$ cat src/rcfd_pkg.sv
`default_nettype none
// ----------------------------------------------------------------------------
// Remote-control frame decoder package
// Shared types and constants for the 18-byte receiver frame decoder.
// ----------------------------------------------------------------------------
package rcfd_pkg;

    // Frame layout.
    localparam int unsigned FRAME_BYTES = 18;
    localparam int unsigned POS_W       = 5;

    // Stick channel width and register reset values.
    localparam int unsigned CH_W = 11;
    localparam logic [CH_W-1:0] CH_MIN_RST    = 11'd364;
    localparam logic [CH_W-1:0] CH_MAX_RST    = 11'd1684;
    localparam logic [CH_W-1:0] CH_CENTER_RST = 11'd1024;

    // Configuration register indexes.
    localparam int unsigned CFG_IDX_W = 2;
    localparam logic [CFG_IDX_W-1:0] CFG_CH_MIN    = 2'd0;
    localparam logic [CFG_IDX_W-1:0] CFG_CH_MAX    = 2'd1;
    localparam logic [CFG_IDX_W-1:0] CFG_CH_CENTER = 2'd2;

    // Scaling: q = round(mag * 16384 / 660) = floor((mag * 4096 + 82) / 165).
    // The divide by 165 is a multiply by ceil(2^31 / 165) and a shift by 31,
    // exact for every numerator below 2^31 / 97.
    localparam int unsigned NUM_SCALED  = 5;
    localparam int unsigned NUMER_W     = 23;
    localparam int unsigned RECIP_W     = 24;
    localparam int unsigned PROD_W      = NUMER_W + RECIP_W;
    localparam int unsigned RECIP_SHIFT = 31;
    localparam logic [RECIP_W-1:0] RECIP      = 24'd13015053;
    localparam logic [NUMER_W-1:0] ROUND_BIAS = 23'd82;
    localparam logic [CH_W-1:0]    MAG_SAT    = 11'h7FF;

    // Q2.14 saturation limits.
    localparam logic [15:0] Q_POS_MAX = 16'h7FFF;
    localparam logic [15:0] Q_NEG_MAG = 16'h8000;

    // One assembled frame, byte 0 in the lowest lane.
    typedef logic [FRAME_BYTES-1:0][7:0] t_frame;

    // Configuration registers as seen by the decode pipeline.
    typedef struct packed {
        logic [CH_W-1:0] ch_min;
        logic [CH_W-1:0] ch_max;
        logic [CH_W-1:0] center;
    } t_cfg;

    // One decoded result item.
    typedef struct packed {
        logic signed [15:0] stick_right_h;
        logic signed [15:0] stick_right_v;
        logic signed [15:0] stick_left_h;
        logic signed [15:0] stick_left_v;
        logic signed [15:0] dial_level;
        logic [3:0]         switch_pair;
        logic signed [15:0] pointer_x;
        logic signed [15:0] pointer_y;
        logic signed [15:0] pointer_z;
        logic [9:0]         key_and_button_bits;
        logic               frame_ok;
        logic               resync_request;
    } t_result;

endpackage
`default_nettype wire

$ cat src/rcfd_front.sv
`default_nettype none
// ----------------------------------------------------------------------------
// Frame assembler
// Tracks the byte position, stores incoming bytes and hands a complete
// frame to the frame queue when the last byte arrives.
// ----------------------------------------------------------------------------
module rcfd_front (
    input  wire logic          i_clk,
    input  wire logic          i_rst_n,
    input  wire logic          i_accept,
    input  wire logic [7:0]    i_byte_value,
    input  wire logic          i_frame_start,
    output logic               o_push,
    output rcfd_pkg::t_frame   o_frame
);
    import rcfd_pkg::*;

    logic [POS_W-1:0] r_pos;
    logic [POS_W-1:0] n_pos;
    logic [POS_W-1:0] w_pos_cur;
    logic             w_last;
    logic [7:0]       r_store [FRAME_BYTES];

    // A frame start, or a stray position, puts the byte at position zero.
    always_comb begin
        w_pos_cur = (i_frame_start || (r_pos >= POS_W'(FRAME_BYTES))) ? '0 : r_pos;
        w_last    = (w_pos_cur == POS_W'(FRAME_BYTES - 1));
        n_pos     = w_last ? '0 : w_pos_cur + 1'b1;
    end

    // Position counter.
    always_ff @(posedge i_clk) begin
        if (!i_rst_n) begin
            r_pos <= '0;
        end else if (i_accept) begin
            r_pos <= n_pos;
        end
    end

    // Byte store; entries are always written before a frame reads them.
    always_ff @(posedge i_clk) begin
        if (i_accept) begin
            r_store[w_pos_cur] <= i_byte_value;
        end
    end

    // The last byte goes straight into the frame alongside the stored ones.
    always_comb begin
        for (int b = 0; b < FRAME_BYTES - 1; b++) begin
            o_frame[b] = r_store[b];
        end
        o_frame[FRAME_BYTES-1] = i_byte_value;
        o_push = i_accept && w_last;
    end

endmodule
`default_nettype wire

$ cat src/rcfd_frame_queue.sv
`default_nettype none
// ----------------------------------------------------------------------------
// Frame queue
// Short queue of complete frames between the assembler and the decoder.
// ----------------------------------------------------------------------------
module rcfd_frame_queue #(
    parameter int DEPTH = 2
) (
    input  wire logic          i_clk,
    input  wire logic          i_rst_n,
    input  wire logic          i_push,
    input  rcfd_pkg::t_frame   i_frame,
    output logic               o_full,
    input  wire logic          i_pop,
    output logic               o_empty,
    output rcfd_pkg::t_frame   o_frame
);
    import rcfd_pkg::*;

    localparam int AW = (DEPTH > 1) ? $clog2(DEPTH) : 1;
    localparam int CW = $clog2(DEPTH + 1);

    t_frame         r_mem [DEPTH];
    logic [AW-1:0]  r_wr;
    logic [AW-1:0]  r_rd;
    logic [CW-1:0]  r_cnt;
    logic           w_push;
    logic           w_pop;

    always_comb begin
        o_full  = (r_cnt == CW'(DEPTH));
        o_empty = (r_cnt == '0);
        w_push  = i_push && !o_full;
        w_pop   = i_pop && !o_empty;
        o_frame = r_mem[r_rd];
    end

    // Pointers and fill count.
    always_ff @(posedge i_clk) begin
        if (!i_rst_n) begin
            r_wr  <= '0;
            r_rd  <= '0;
            r_cnt <= '0;
        end else begin
            if (w_push) begin
                r_wr <= (r_wr == AW'(DEPTH - 1)) ? '0 : r_wr + 1'b1;
            end
            if (w_pop) begin
                r_rd <= (r_rd == AW'(DEPTH - 1)) ? '0 : r_rd + 1'b1;
            end
            if (w_push && !w_pop) begin
                r_cnt <= r_cnt + 1'b1;
            end else if (w_pop && !w_push) begin
                r_cnt <= r_cnt - 1'b1;
            end
        end
    end

    // Frame storage.
    always_ff @(posedge i_clk) begin
        if (w_push) begin
            r_mem[r_wr] <= i_frame;
        end
    end

endmodule
`default_nettype wire

$ cat src/rcfd_back.sv
`default_nettype none
// ----------------------------------------------------------------------------
// Frame decoder
// Three-stage decode pipeline (unpack and check, scale multiply, saturate)
// feeding a small result queue. A frame is taken only when the result queue
// has room for it and for every frame still in the pipeline.
// ----------------------------------------------------------------------------
module rcfd_back #(
    parameter int DEPTH = 4
) (
    input  wire logic          i_clk,
    input  wire logic          i_rst_n,
    input  rcfd_pkg::t_cfg     i_cfg,
    input  wire logic          i_frame_valid,
    input  rcfd_pkg::t_frame   i_frame,
    output logic               o_frame_pop,
    input  wire logic          i_pop,
    output logic               o_empty,
    output rcfd_pkg::t_result  o_result
);
    import rcfd_pkg::*;

    localparam int AW = (DEPTH > 1) ? $clog2(DEPTH) : 1;
    localparam int CW = $clog2(DEPTH + 1);

    // Split a raw value into sign and clamped magnitude of (raw - center).
    function automatic logic [CH_W:0] f_mag(input logic [15:0] raw,
                                            input logic [CH_W-1:0] center);
        logic [16:0] diff;
        logic [16:0] mag;
        diff = {1'b0, raw} - {6'b0, center};
        mag  = diff[16] ? (~diff + 17'd1) : diff;
        f_mag = {diff[16], (mag > 17'(MAG_SAT)) ? MAG_SAT : mag[CH_W-1:0]};
    endfunction

    // Apply sign and Q2.14 saturation to a rounded quotient.
    function automatic logic [15:0] f_sat(input logic neg, input logic [15:0] q);
        if (neg) begin
            f_sat = (q > Q_NEG_MAG) ? Q_NEG_MAG : (~q + 16'd1);
        end else begin
            f_sat = (q > Q_POS_MAX) ? Q_POS_MAX : q;
        end
    endfunction

    logic [CH_W-1:0]   w_ch [4];
    logic [15:0]       w_raw [NUM_SCALED];
    logic              w_ok;
    t_result           n_a_res;
    logic [CH_W:0]     w_mag [NUM_SCALED];
    logic              w_take;

    logic              r_a_valid;
    t_result           r_a_res;
    logic [CH_W-1:0]   r_a_mag [NUM_SCALED];
    logic              r_a_neg [NUM_SCALED];

    logic              r_b_valid;
    t_result           r_b_res;
    logic [PROD_W-1:0] r_b_prod [NUM_SCALED];
    logic              r_b_neg [NUM_SCALED];

    logic [15:0]       w_scaled [NUM_SCALED];
    t_result           w_c_res;

    t_result           r_mem [DEPTH];
    logic [AW-1:0]     r_wr;
    logic [AW-1:0]     r_rd;
    logic [CW-1:0]     r_cnt;
    logic              w_pop;
    logic [CW:0]       w_reserved;

    // Take a frame when the result queue can hold it after everything in flight.
    always_comb begin
        w_reserved  = {1'b0, r_cnt} + (CW+1)'(r_a_valid) + (CW+1)'(r_b_valid);
        w_take      = i_frame_valid && (w_reserved < (CW+1)'(DEPTH));
        o_frame_pop = w_take;
    end

    // Unpack the channels and check them against the window.
    always_comb begin
        w_ch[0] = {i_frame[1][2:0], i_frame[0]};
        w_ch[1] = {i_frame[2][5:0], i_frame[1][7:3]};
        w_ch[2] = {i_frame[4][0], i_frame[3], i_frame[2][7:6]};
        w_ch[3] = {i_frame[5][3:0], i_frame[4][7:1]};
        w_ok = 1'b1;
        for (int c = 0; c < 4; c++) begin
            if ((w_ch[c] < i_cfg.ch_min) || (w_ch[c] > i_cfg.ch_max)) begin
                w_ok = 1'b0;
            end
            w_raw[c] = {5'b0, w_ch[c]};
        end
        w_raw[4] = {i_frame[17], i_frame[16]};
        for (int l = 0; l < NUM_SCALED; l++) begin
            w_mag[l] = f_mag(w_raw[l], i_cfg.center);
        end
        n_a_res = '0;
        if (w_ok) begin
            n_a_res.switch_pair         = i_frame[5][7:4];
            n_a_res.pointer_x           = {i_frame[7], i_frame[6]};
            n_a_res.pointer_y           = {i_frame[9], i_frame[8]};
            n_a_res.pointer_z           = {i_frame[11], i_frame[10]};
            n_a_res.key_and_button_bits = {i_frame[13][0], i_frame[12][0], i_frame[14]};
            n_a_res.frame_ok            = 1'b1;
        end else begin
            n_a_res.resync_request = 1'b1;
        end
    end

    // Pipeline valid bits.
    always_ff @(posedge i_clk) begin
        if (!i_rst_n) begin
            r_a_valid <= 1'b0;
            r_b_valid <= 1'b0;
        end else begin
            r_a_valid <= w_take;
            r_b_valid <= r_a_valid;
        end
    end

    // Stage A registers, then the reciprocal multiply in stage B.
    always_ff @(posedge i_clk) begin
        r_a_res <= n_a_res;
        r_b_res <= r_a_res;
        for (int l = 0; l < NUM_SCALED; l++) begin
            r_a_neg[l]  <= w_mag[l][CH_W];
            r_a_mag[l]  <= w_mag[l][CH_W-1:0];
            r_b_neg[l]  <= r_a_neg[l];
            r_b_prod[l] <= PROD_W'({r_a_mag[l], 12'b0} + ROUND_BIAS) * PROD_W'(RECIP);
        end
    end

    // Stage C: quotient, sign and saturation; a bad frame keeps zeros.
    always_comb begin
        for (int l = 0; l < NUM_SCALED; l++) begin
            w_scaled[l] = f_sat(r_b_neg[l], r_b_prod[l][RECIP_SHIFT +: 16]);
        end
        w_c_res = r_b_res;
        if (r_b_res.frame_ok) begin
            w_c_res.stick_right_h = w_scaled[0];
            w_c_res.stick_right_v = w_scaled[1];
            w_c_res.stick_left_h  = w_scaled[2];
            w_c_res.stick_left_v  = w_scaled[3];
            w_c_res.dial_level    = w_scaled[4];
        end
    end

    // Result queue control.
    always_comb begin
        o_empty  = (r_cnt == '0);
        w_pop    = i_pop && !o_empty;
        o_result = r_mem[r_rd];
    end

    always_ff @(posedge i_clk) begin
        if (!i_rst_n) begin
            r_wr  <= '0;
            r_rd  <= '0;
            r_cnt <= '0;
        end else begin
            if (r_b_valid) begin
                r_wr <= (r_wr == AW'(DEPTH - 1)) ? '0 : r_wr + 1'b1;
            end
            if (w_pop) begin
                r_rd <= (r_rd == AW'(DEPTH - 1)) ? '0 : r_rd + 1'b1;
            end
            if (r_b_valid && !w_pop) begin
                r_cnt <= r_cnt + 1'b1;
            end else if (w_pop && !r_b_valid) begin
                r_cnt <= r_cnt - 1'b1;
            end
        end
    end

    // Result storage.
    always_ff @(posedge i_clk) begin
        if (r_b_valid) begin
            r_mem[r_wr] <= w_c_res;
        end
    end

endmodule
`default_nettype wire

$ cat src/remote_control_frame_decoder_core.sv
`default_nettype none
// ----------------------------------------------------------------------------
// Remote-control frame decoder
// Decodes 18-byte receiver frames into scaled stick channels, dial, switches,
// mouse axes and key bits, with a window check on the stick channels.
// ----------------------------------------------------------------------------
// Usage:
//   Bytes enter through a queue-style port: an item is taken when push is
//   high and full is low. frame_start marks byte 0 of a frame; otherwise the
//   position advances and wraps after byte 17.
//   Each completed frame yields one result, held on the o_ ports while empty
//   is low and removed when pop is high. Bytes that do not finish a frame
//   yield nothing.
//   Path: a result passes through the frame queue, check stage, multiply
//   stage and result queue write before it becomes visible.
//   Throughput: one byte per cycle while full is low; the decode pipeline takes
//   one frame per cycle, limited only by free space in the result queue.
//   If the receiver stops popping, results pile up in the result queue, then
//   frames in the frame queue, and only then does full rise.
//   Reset clears the position, both queues and the pipeline, and loads the
//   window and center registers with their defaults (364, 1684, 1024).
//   Configuration writes take effect at once and are meant for idle periods.
// ----------------------------------------------------------------------------
module remote_control_frame_decoder_core #(
    parameter int FRAME_QUEUE_DEPTH = 2,
    parameter int RESULT_DEPTH      = 4
) (
    input  wire logic                         i_clk,
    input  wire logic                         i_rst_n,
    input  wire logic                         push,
    output logic                              full,
    input  wire logic [7:0]                   i_byte_value,
    input  wire logic                         i_frame_start,
    output logic                              empty,
    input  wire logic                         pop,
    output logic signed [15:0]                o_stick_right_h,
    output logic signed [15:0]                o_stick_right_v,
    output logic signed [15:0]                o_stick_left_h,
    output logic signed [15:0]                o_stick_left_v,
    output logic signed [15:0]                o_dial_level,
    output logic [3:0]                        o_switch_pair,
    output logic signed [15:0]                o_pointer_x,
    output logic signed [15:0]                o_pointer_y,
    output logic signed [15:0]                o_pointer_z,
    output logic [9:0]                        o_key_and_button_bits,
    output logic                              o_frame_ok,
    output logic                              o_resync_request,
    input  wire logic                         i_cfg_wr_en,
    input  wire logic [rcfd_pkg::CFG_IDX_W-1:0] i_cfg_index,
    input  wire logic [rcfd_pkg::CH_W-1:0]    i_cfg_data
);
    import rcfd_pkg::*;

    t_cfg    r_cfg;
    logic    w_accept;
    logic    w_front_push;
    t_frame  w_front_frame;
    logic    w_q_full;
    logic    w_q_empty;
    logic    w_q_pop;
    t_frame  w_q_frame;
    t_result w_result;

    // Configuration registers.
    always_ff @(posedge i_clk) begin
        if (!i_rst_n) begin
            r_cfg.ch_min <= CH_MIN_RST;
            r_cfg.ch_max <= CH_MAX_RST;
            r_cfg.center <= CH_CENTER_RST;
        end else if (i_cfg_wr_en) begin
            case (i_cfg_index)
                CFG_CH_MIN:    r_cfg.ch_min <= i_cfg_data;
                CFG_CH_MAX:    r_cfg.ch_max <= i_cfg_data;
                CFG_CH_CENTER: r_cfg.center <= i_cfg_data;
                default: begin
                end
            endcase
        end
    end

    // Input handshake.
    assign full     = w_q_full;
    assign w_accept = push && !w_q_full;

    rcfd_front u_front (
        .i_clk         (i_clk),
        .i_rst_n       (i_rst_n),
        .i_accept      (w_accept),
        .i_byte_value  (i_byte_value),
        .i_frame_start (i_frame_start),
        .o_push        (w_front_push),
        .o_frame       (w_front_frame)
    );

    rcfd_frame_queue #(
        .DEPTH (FRAME_QUEUE_DEPTH)
    ) u_frame_queue (
        .i_clk   (i_clk),
        .i_rst_n (i_rst_n),
        .i_push  (w_front_push),
        .i_frame (w_front_frame),
        .o_full  (w_q_full),
        .i_pop   (w_q_pop),
        .o_empty (w_q_empty),
        .o_frame (w_q_frame)
    );

    rcfd_back #(
        .DEPTH (RESULT_DEPTH)
    ) u_back (
        .i_clk         (i_clk),
        .i_rst_n       (i_rst_n),
        .i_cfg         (r_cfg),
        .i_frame_valid (!w_q_empty),
        .i_frame       (w_q_frame),
        .o_frame_pop   (w_q_pop),
        .i_pop         (pop),
        .o_empty       (empty),
        .o_result      (w_result)
    );

    // Result fields.
    assign o_stick_right_h       = w_result.stick_right_h;
    assign o_stick_right_v       = w_result.stick_right_v;
    assign o_stick_left_h        = w_result.stick_left_h;
    assign o_stick_left_v        = w_result.stick_left_v;
    assign o_dial_level          = w_result.dial_level;
    assign o_switch_pair         = w_result.switch_pair;
    assign o_pointer_x           = w_result.pointer_x;
    assign o_pointer_y           = w_result.pointer_y;
    assign o_pointer_z           = w_result.pointer_z;
    assign o_key_and_button_bits = w_result.key_and_button_bits;
    assign o_frame_ok            = w_result.frame_ok;
    assign o_resync_request      = w_result.resync_request;

    // A shown result is either good or a resync request, never both.
    a_ok_xor_resync: assert property (@(posedge i_clk) disable iff (!i_rst_n)
        !empty |-> (o_frame_ok != o_resync_request))
        else $error("result is neither clearly good nor clearly bad");

    // A bad frame carries only zeros.
    a_bad_frame_zero: assert property (@(posedge i_clk) disable iff (!i_rst_n)
        (!empty && !o_frame_ok) |->
            (o_stick_right_h == 16'sd0) && (o_stick_right_v == 16'sd0) &&
            (o_stick_left_h == 16'sd0) && (o_stick_left_v == 16'sd0) &&
            (o_dial_level == 16'sd0) && (o_switch_pair == 4'd0) &&
            (o_pointer_x == 16'sd0) && (o_pointer_y == 16'sd0) &&
            (o_pointer_z == 16'sd0) && (o_key_and_button_bits == 10'd0))
        else $error("bad frame result has nonzero fields");

    // The assembler never hands a frame to a full frame queue.
    a_no_queue_overrun: assert property (@(posedge i_clk) disable iff (!i_rst_n)
        w_front_push |-> !w_q_full)
        else $error("frame pushed into full frame queue");

    // After reset no result is shown.
    a_reset_empty: assert property (@(posedge i_clk)
        !i_rst_n |=> empty)
        else $error("result visible right after reset");

endmodule
`default_nettype wire
$ cat config.mk
export PLATFORM = sky130hd
export DESIGN_NAME = remote_control_frame_decoder_core
export DESIGN_NICKNAME = d
export VERILOG_FILES = /design/src/rcfd_pkg.sv /design/src/rcfd_front.sv /design/src/rcfd_frame_queue.sv /design/src/rcfd_back.sv /design/src/remote_control_frame_decoder_core.sv
export SDC_FILE = /design/constraint.sdc
export NUM_CORES = 2
export LEC_CHECK = 0
export CAP_MARGIN = 20
export CORE_MARGIN = 8
export CORE_UTILIZATION = 60
export CTS_CLUSTER_DIAMETER = 30
export DETAILED_ROUTE_END_ITERATION = 10
export DONT_BUFFER_PORTS = 1
export PLACE_DENSITY_LB_ADDON = 0.25
export SLEW_MARGIN = 20
export SYNTH_ARGS = -nofsm -noshare
export SYNTH_HDL_FRONTEND = slang
export SYNTH_SLANG_ARGS = --single-unit
$ cat constraint.sdc
create_clock -name i_clk -period 25 [get_ports i_clk]
set_clock_uncertainty 0.1 [all_clocks]
set_input_delay 5 -clock i_clk [delete_from_list [all_inputs] [get_ports i_clk]]
set_output_delay 5 -clock i_clk [all_outputs]
set_load 0.01 [all_outputs]
==> run summary <==
The tools report the achievable frequency as 102 MHz. Most common library cell in the layout ignoring fill and taps: ha_1. The die outline width was 360 µm. The critical path is of the flop to output port type. The repair_antennas step left the layout with diodes totalling 0.

The congestion estimate from routability-driven global placement came to 0.915. The number of antenna violations at the first check in global routing was 1. CTS placed an instance of clkbuf_16 at the clock tree root. On the worst path, the slowest cell contributes a delay of 0.83 ns. Slowest stage cell on the critical path: buf_4. In the final design database the tool counted 6865 nets.

For the worst setup path, the data required time is 19.90 ns. Following the worst setup path forward leads to its endpoint at o_stick_right_v[14]. TritonCTS built the clock tree. The tools report the element type at the critical path end as an output port.

The count of flip-flops with a built-in enable after synthesis is 934, and the max-capacitance violation count is 0. In this run the critical register-to-register path is launched from u_back.r_a_mag[0][25]. The tools report the number of nets in the synthesized netlist as 6739.

Of the cells placed in the final design, the portion with a size suffix greater than 1 is 10.9%. The critical path goes through buf_4 -> buf_4 -> buf_4 -> mux4_2. Setup repair after global routing left no endpoint under its margin. For the pin with the worst max-slew slack, the measured transition is 1.11 ns. The tightest hold margin is 0.223 ns. In this run the cell area of the synthesized design comes to 71200 µm².

The run gives 1261 as the total number of clock tree sinks. Yosys mapped the design onto 83 distinct sky130hd cell types. The number of I/O port buffers was 0.

The tools report the total congestion overflow as 0. The minimum clock period was 9.76 ns. After technology mapping, the gate count stands at 5421.

The worst path uses 39.0% of the clock period. The total area inside the core boundary comes to 118000 µm². For this block, the initial DRC count from the detailed router was 2887. In this run, synthesis produced a sequential element count of 1261. The maximum number of pins on one net before global-route repair was 113. The run finished with clean final reports. The tools report the arrival time reported for the critical path endpoint as 4.66 ns. For the worst reg-to-reg setup slack, the log shows 18.75 ns. In the layout the commonest cells are 995 x ha_1, 934 x edfxtp_1, 724 x inv_1.

The run gives 154 mm as the wire length reported by the detailed router. The average instance area after synthesis is 13.1 µm², and the final standard cell utilization of the core is 68.1%. Normalized max-slew margin: 26.3%. Yosys attributes the largest share of cell area to edfxtp_1 39%, ha_1 17%, dfxtp_1 9.2%, fa_1 8.3%, mux4_2 4.6%. In this design, the critical path's most frequently occurring cell is buf_4.

Pin placement for this block handled 173 I/O pins. The floorplan step defined a die boundary enclosing 130000 µm². The clock transition at the registers of the reported paths was 0.06 ns.

Biggest area consumer among synthesized cells: edfxtp_1. In this run the biggest area consumer among cell types represents 39.4% of the synthesized area. The min-delay analysis places its worst path in the category flop to flop. The first global-routing pass estimated 241 mm of wire.

In the routed design, unresolved DRC markers number 0. For this block, the via count after detailed routing is 41876. The share of the Yosys chip area taken by registers is 48.6%. The tools report the number of hold-slack violations in the final timing report as 0. The kind of start point of the critical path is a flop. The number of setup buffers added after CTS is 0. The peak fanout along the critical path is 53, and the first-pass iteration count of the detailed router is 6. The number of global-route vias before repair is 42902, and the sum of net half-perimeters after detailed placement is 106 mm. The final routed wire length divided by cell count works out to 21.2 µm. The longest clock path from root to sink contains 3 buffers. At the later pin of the worst-skew pair, clock insertion delay measures 0.84 ns. Using the TritonRoute via totals, the vias-per-cell ratio works out to 5.76. In this run the number of H-tree levels came out at 4. The final total negative setup slack was 0 ns; the effective utilization at floorplan was 60.4%.

Clock tree synthesis inserted a total of 206 buffers. For this run, the leading register cell type out of synthesis is edfxtp_1. For this design, the CTS-stage hold fixing added 0 buffers. The floorplan step set the die height to 360 µm. The total routing usage reported by global routing is 23.5%, and the synthesis-to-finish area growth is 12.9%. Yosys printed 0 warnings. The post-CTS resize count was 0. The endpoint identified for the worst register-to-register timing path is u_back.r_b_prod[0][140]. Setup violations remaining at the end of the flow were counted as 0. The floorplan has 126 rows. Post-synthesis async set-or-reset flop share: 0%. The number of fill cells in the layout was 7994; the final antenna-violating net count was 0. The max-slew violation total from the final report is 0. For the worst flop-to-flop path, the logic depth is 19.
[worst min-delay path by stage]
| stage | depth (start not counted) | startpoint | slack, ns | end |
|---|---|---|---|---|
| 2_1_floorplan | 0 | u_back.r_a_neg[0][0] | 0.21 | u_back.r_b_neg[0][0] |
| 3_3_place_gp | 0 | u_back.r_a_res[24] | 0.21 | u_back.r_b_res[24] |
| 3_5_place_dp | 0 | u_back.r_a_res[53] | 0.21 | u_back.r_b_res[53] |
| 4_1_cts | 0 | u_back.r_a_res[1] | 0.22 | u_back.r_b_res[1] |
| 5_1_grt | 0 | u_back.r_a_res[0] | 0.23 | u_back.r_b_res[0] |
| 6_report | 0 | u_back.r_a_res[1] | 0.22 | u_back.r_b_res[1] |
[layer usage]
layer  share of wire [%]  GRT usage (%)
met3                 5.8           4.62
met2                  48           39.3
met1                  44           31.4
met4                 2.2           6.46
met5                   0              0
[cell type report]
type,instances,area [µm²],area share (%)
clock inverter,154,1930,2.40
inverter,725,2720,3.39
timing repair buffer,25,213,0.265
clock buffer,237,5510,6.86
sequential,1261,34600,43.1
multi-input combinational,3328,33500,41.6
tap,1536,1920,2.39
[state kept, by name, indices dropped and copies added (netlist names), 2 cells and up, named ones only]
name	cells
u_back.r_b_neg	5
u_frame_queue.r_mem	244
u_front.r_pos	5
u_back.r_wr	2
u_back.r_mem	576
u_back.r_a_mag	55
u_frame_queue.r_cnt	2
u_back.r_a_neg	5
u_back.r_cnt	3
u_back.r_rd	2
u_back.r_a_res	64
r_cfg	33
u_front.r_store	114
u_back.r_b_res	64
u_back.r_b_prod	80
[cell usage after synthesis (44+ instances only)]
master    instances
a21o_1           45
o21a_1           56
mux2_2           50
mux4_2          144
nor3_1           80
edfxtp_1        934
a21oi_1         188
ha_1            995
fa_1            296
nand2_1         221
nor2b_1          54
clkbuf_1         77
dfxtp_1         327
mux2i_1          97
inv_1           724
or3_1            44
xnor2_1         116
nor2_1          309
xor2_1           71
o21ai_0          98
[worst max-delay path, delay by kind of cell (launching register included)]
| kind | cells | cell delay (ns) |
|---|---|---|
| flops | 1 | 0.82 |
| mux | 1 | 0.68 |
| buf+inv | 3 | 2.20 |
[per-stage QoR]
step           area (µm²)  instances  setup slack (ns)
2_1_floorplan       71200       5421              9.77
3_3_place_gp        72900       6875             16.01
3_5_place_dp        72900       6875             15.96
4_1_cts             80400       7266             14.95
5_1_grt             80400       7266             14.75
6_report            80400       7266             15.24
[cell families (layout without fill, tap and decap cells)]
group           count (synthesis)  count (layout)  synth area share (%)
simple gates                  895             895                  5.96
mux                           291             291                  6.71
buf+inv                       832            1141                  4.44
xor+xnor                      187             187                  2.30
flops                        1261            1261                  48.6
compound gates                664             664                  6.19
fa+ha+maj                    1291            1291                  25.8
Power is left out: the tool's default activity adds up to more than one toggle a clock period on the data nets, which glitch-free logic cannot reach.
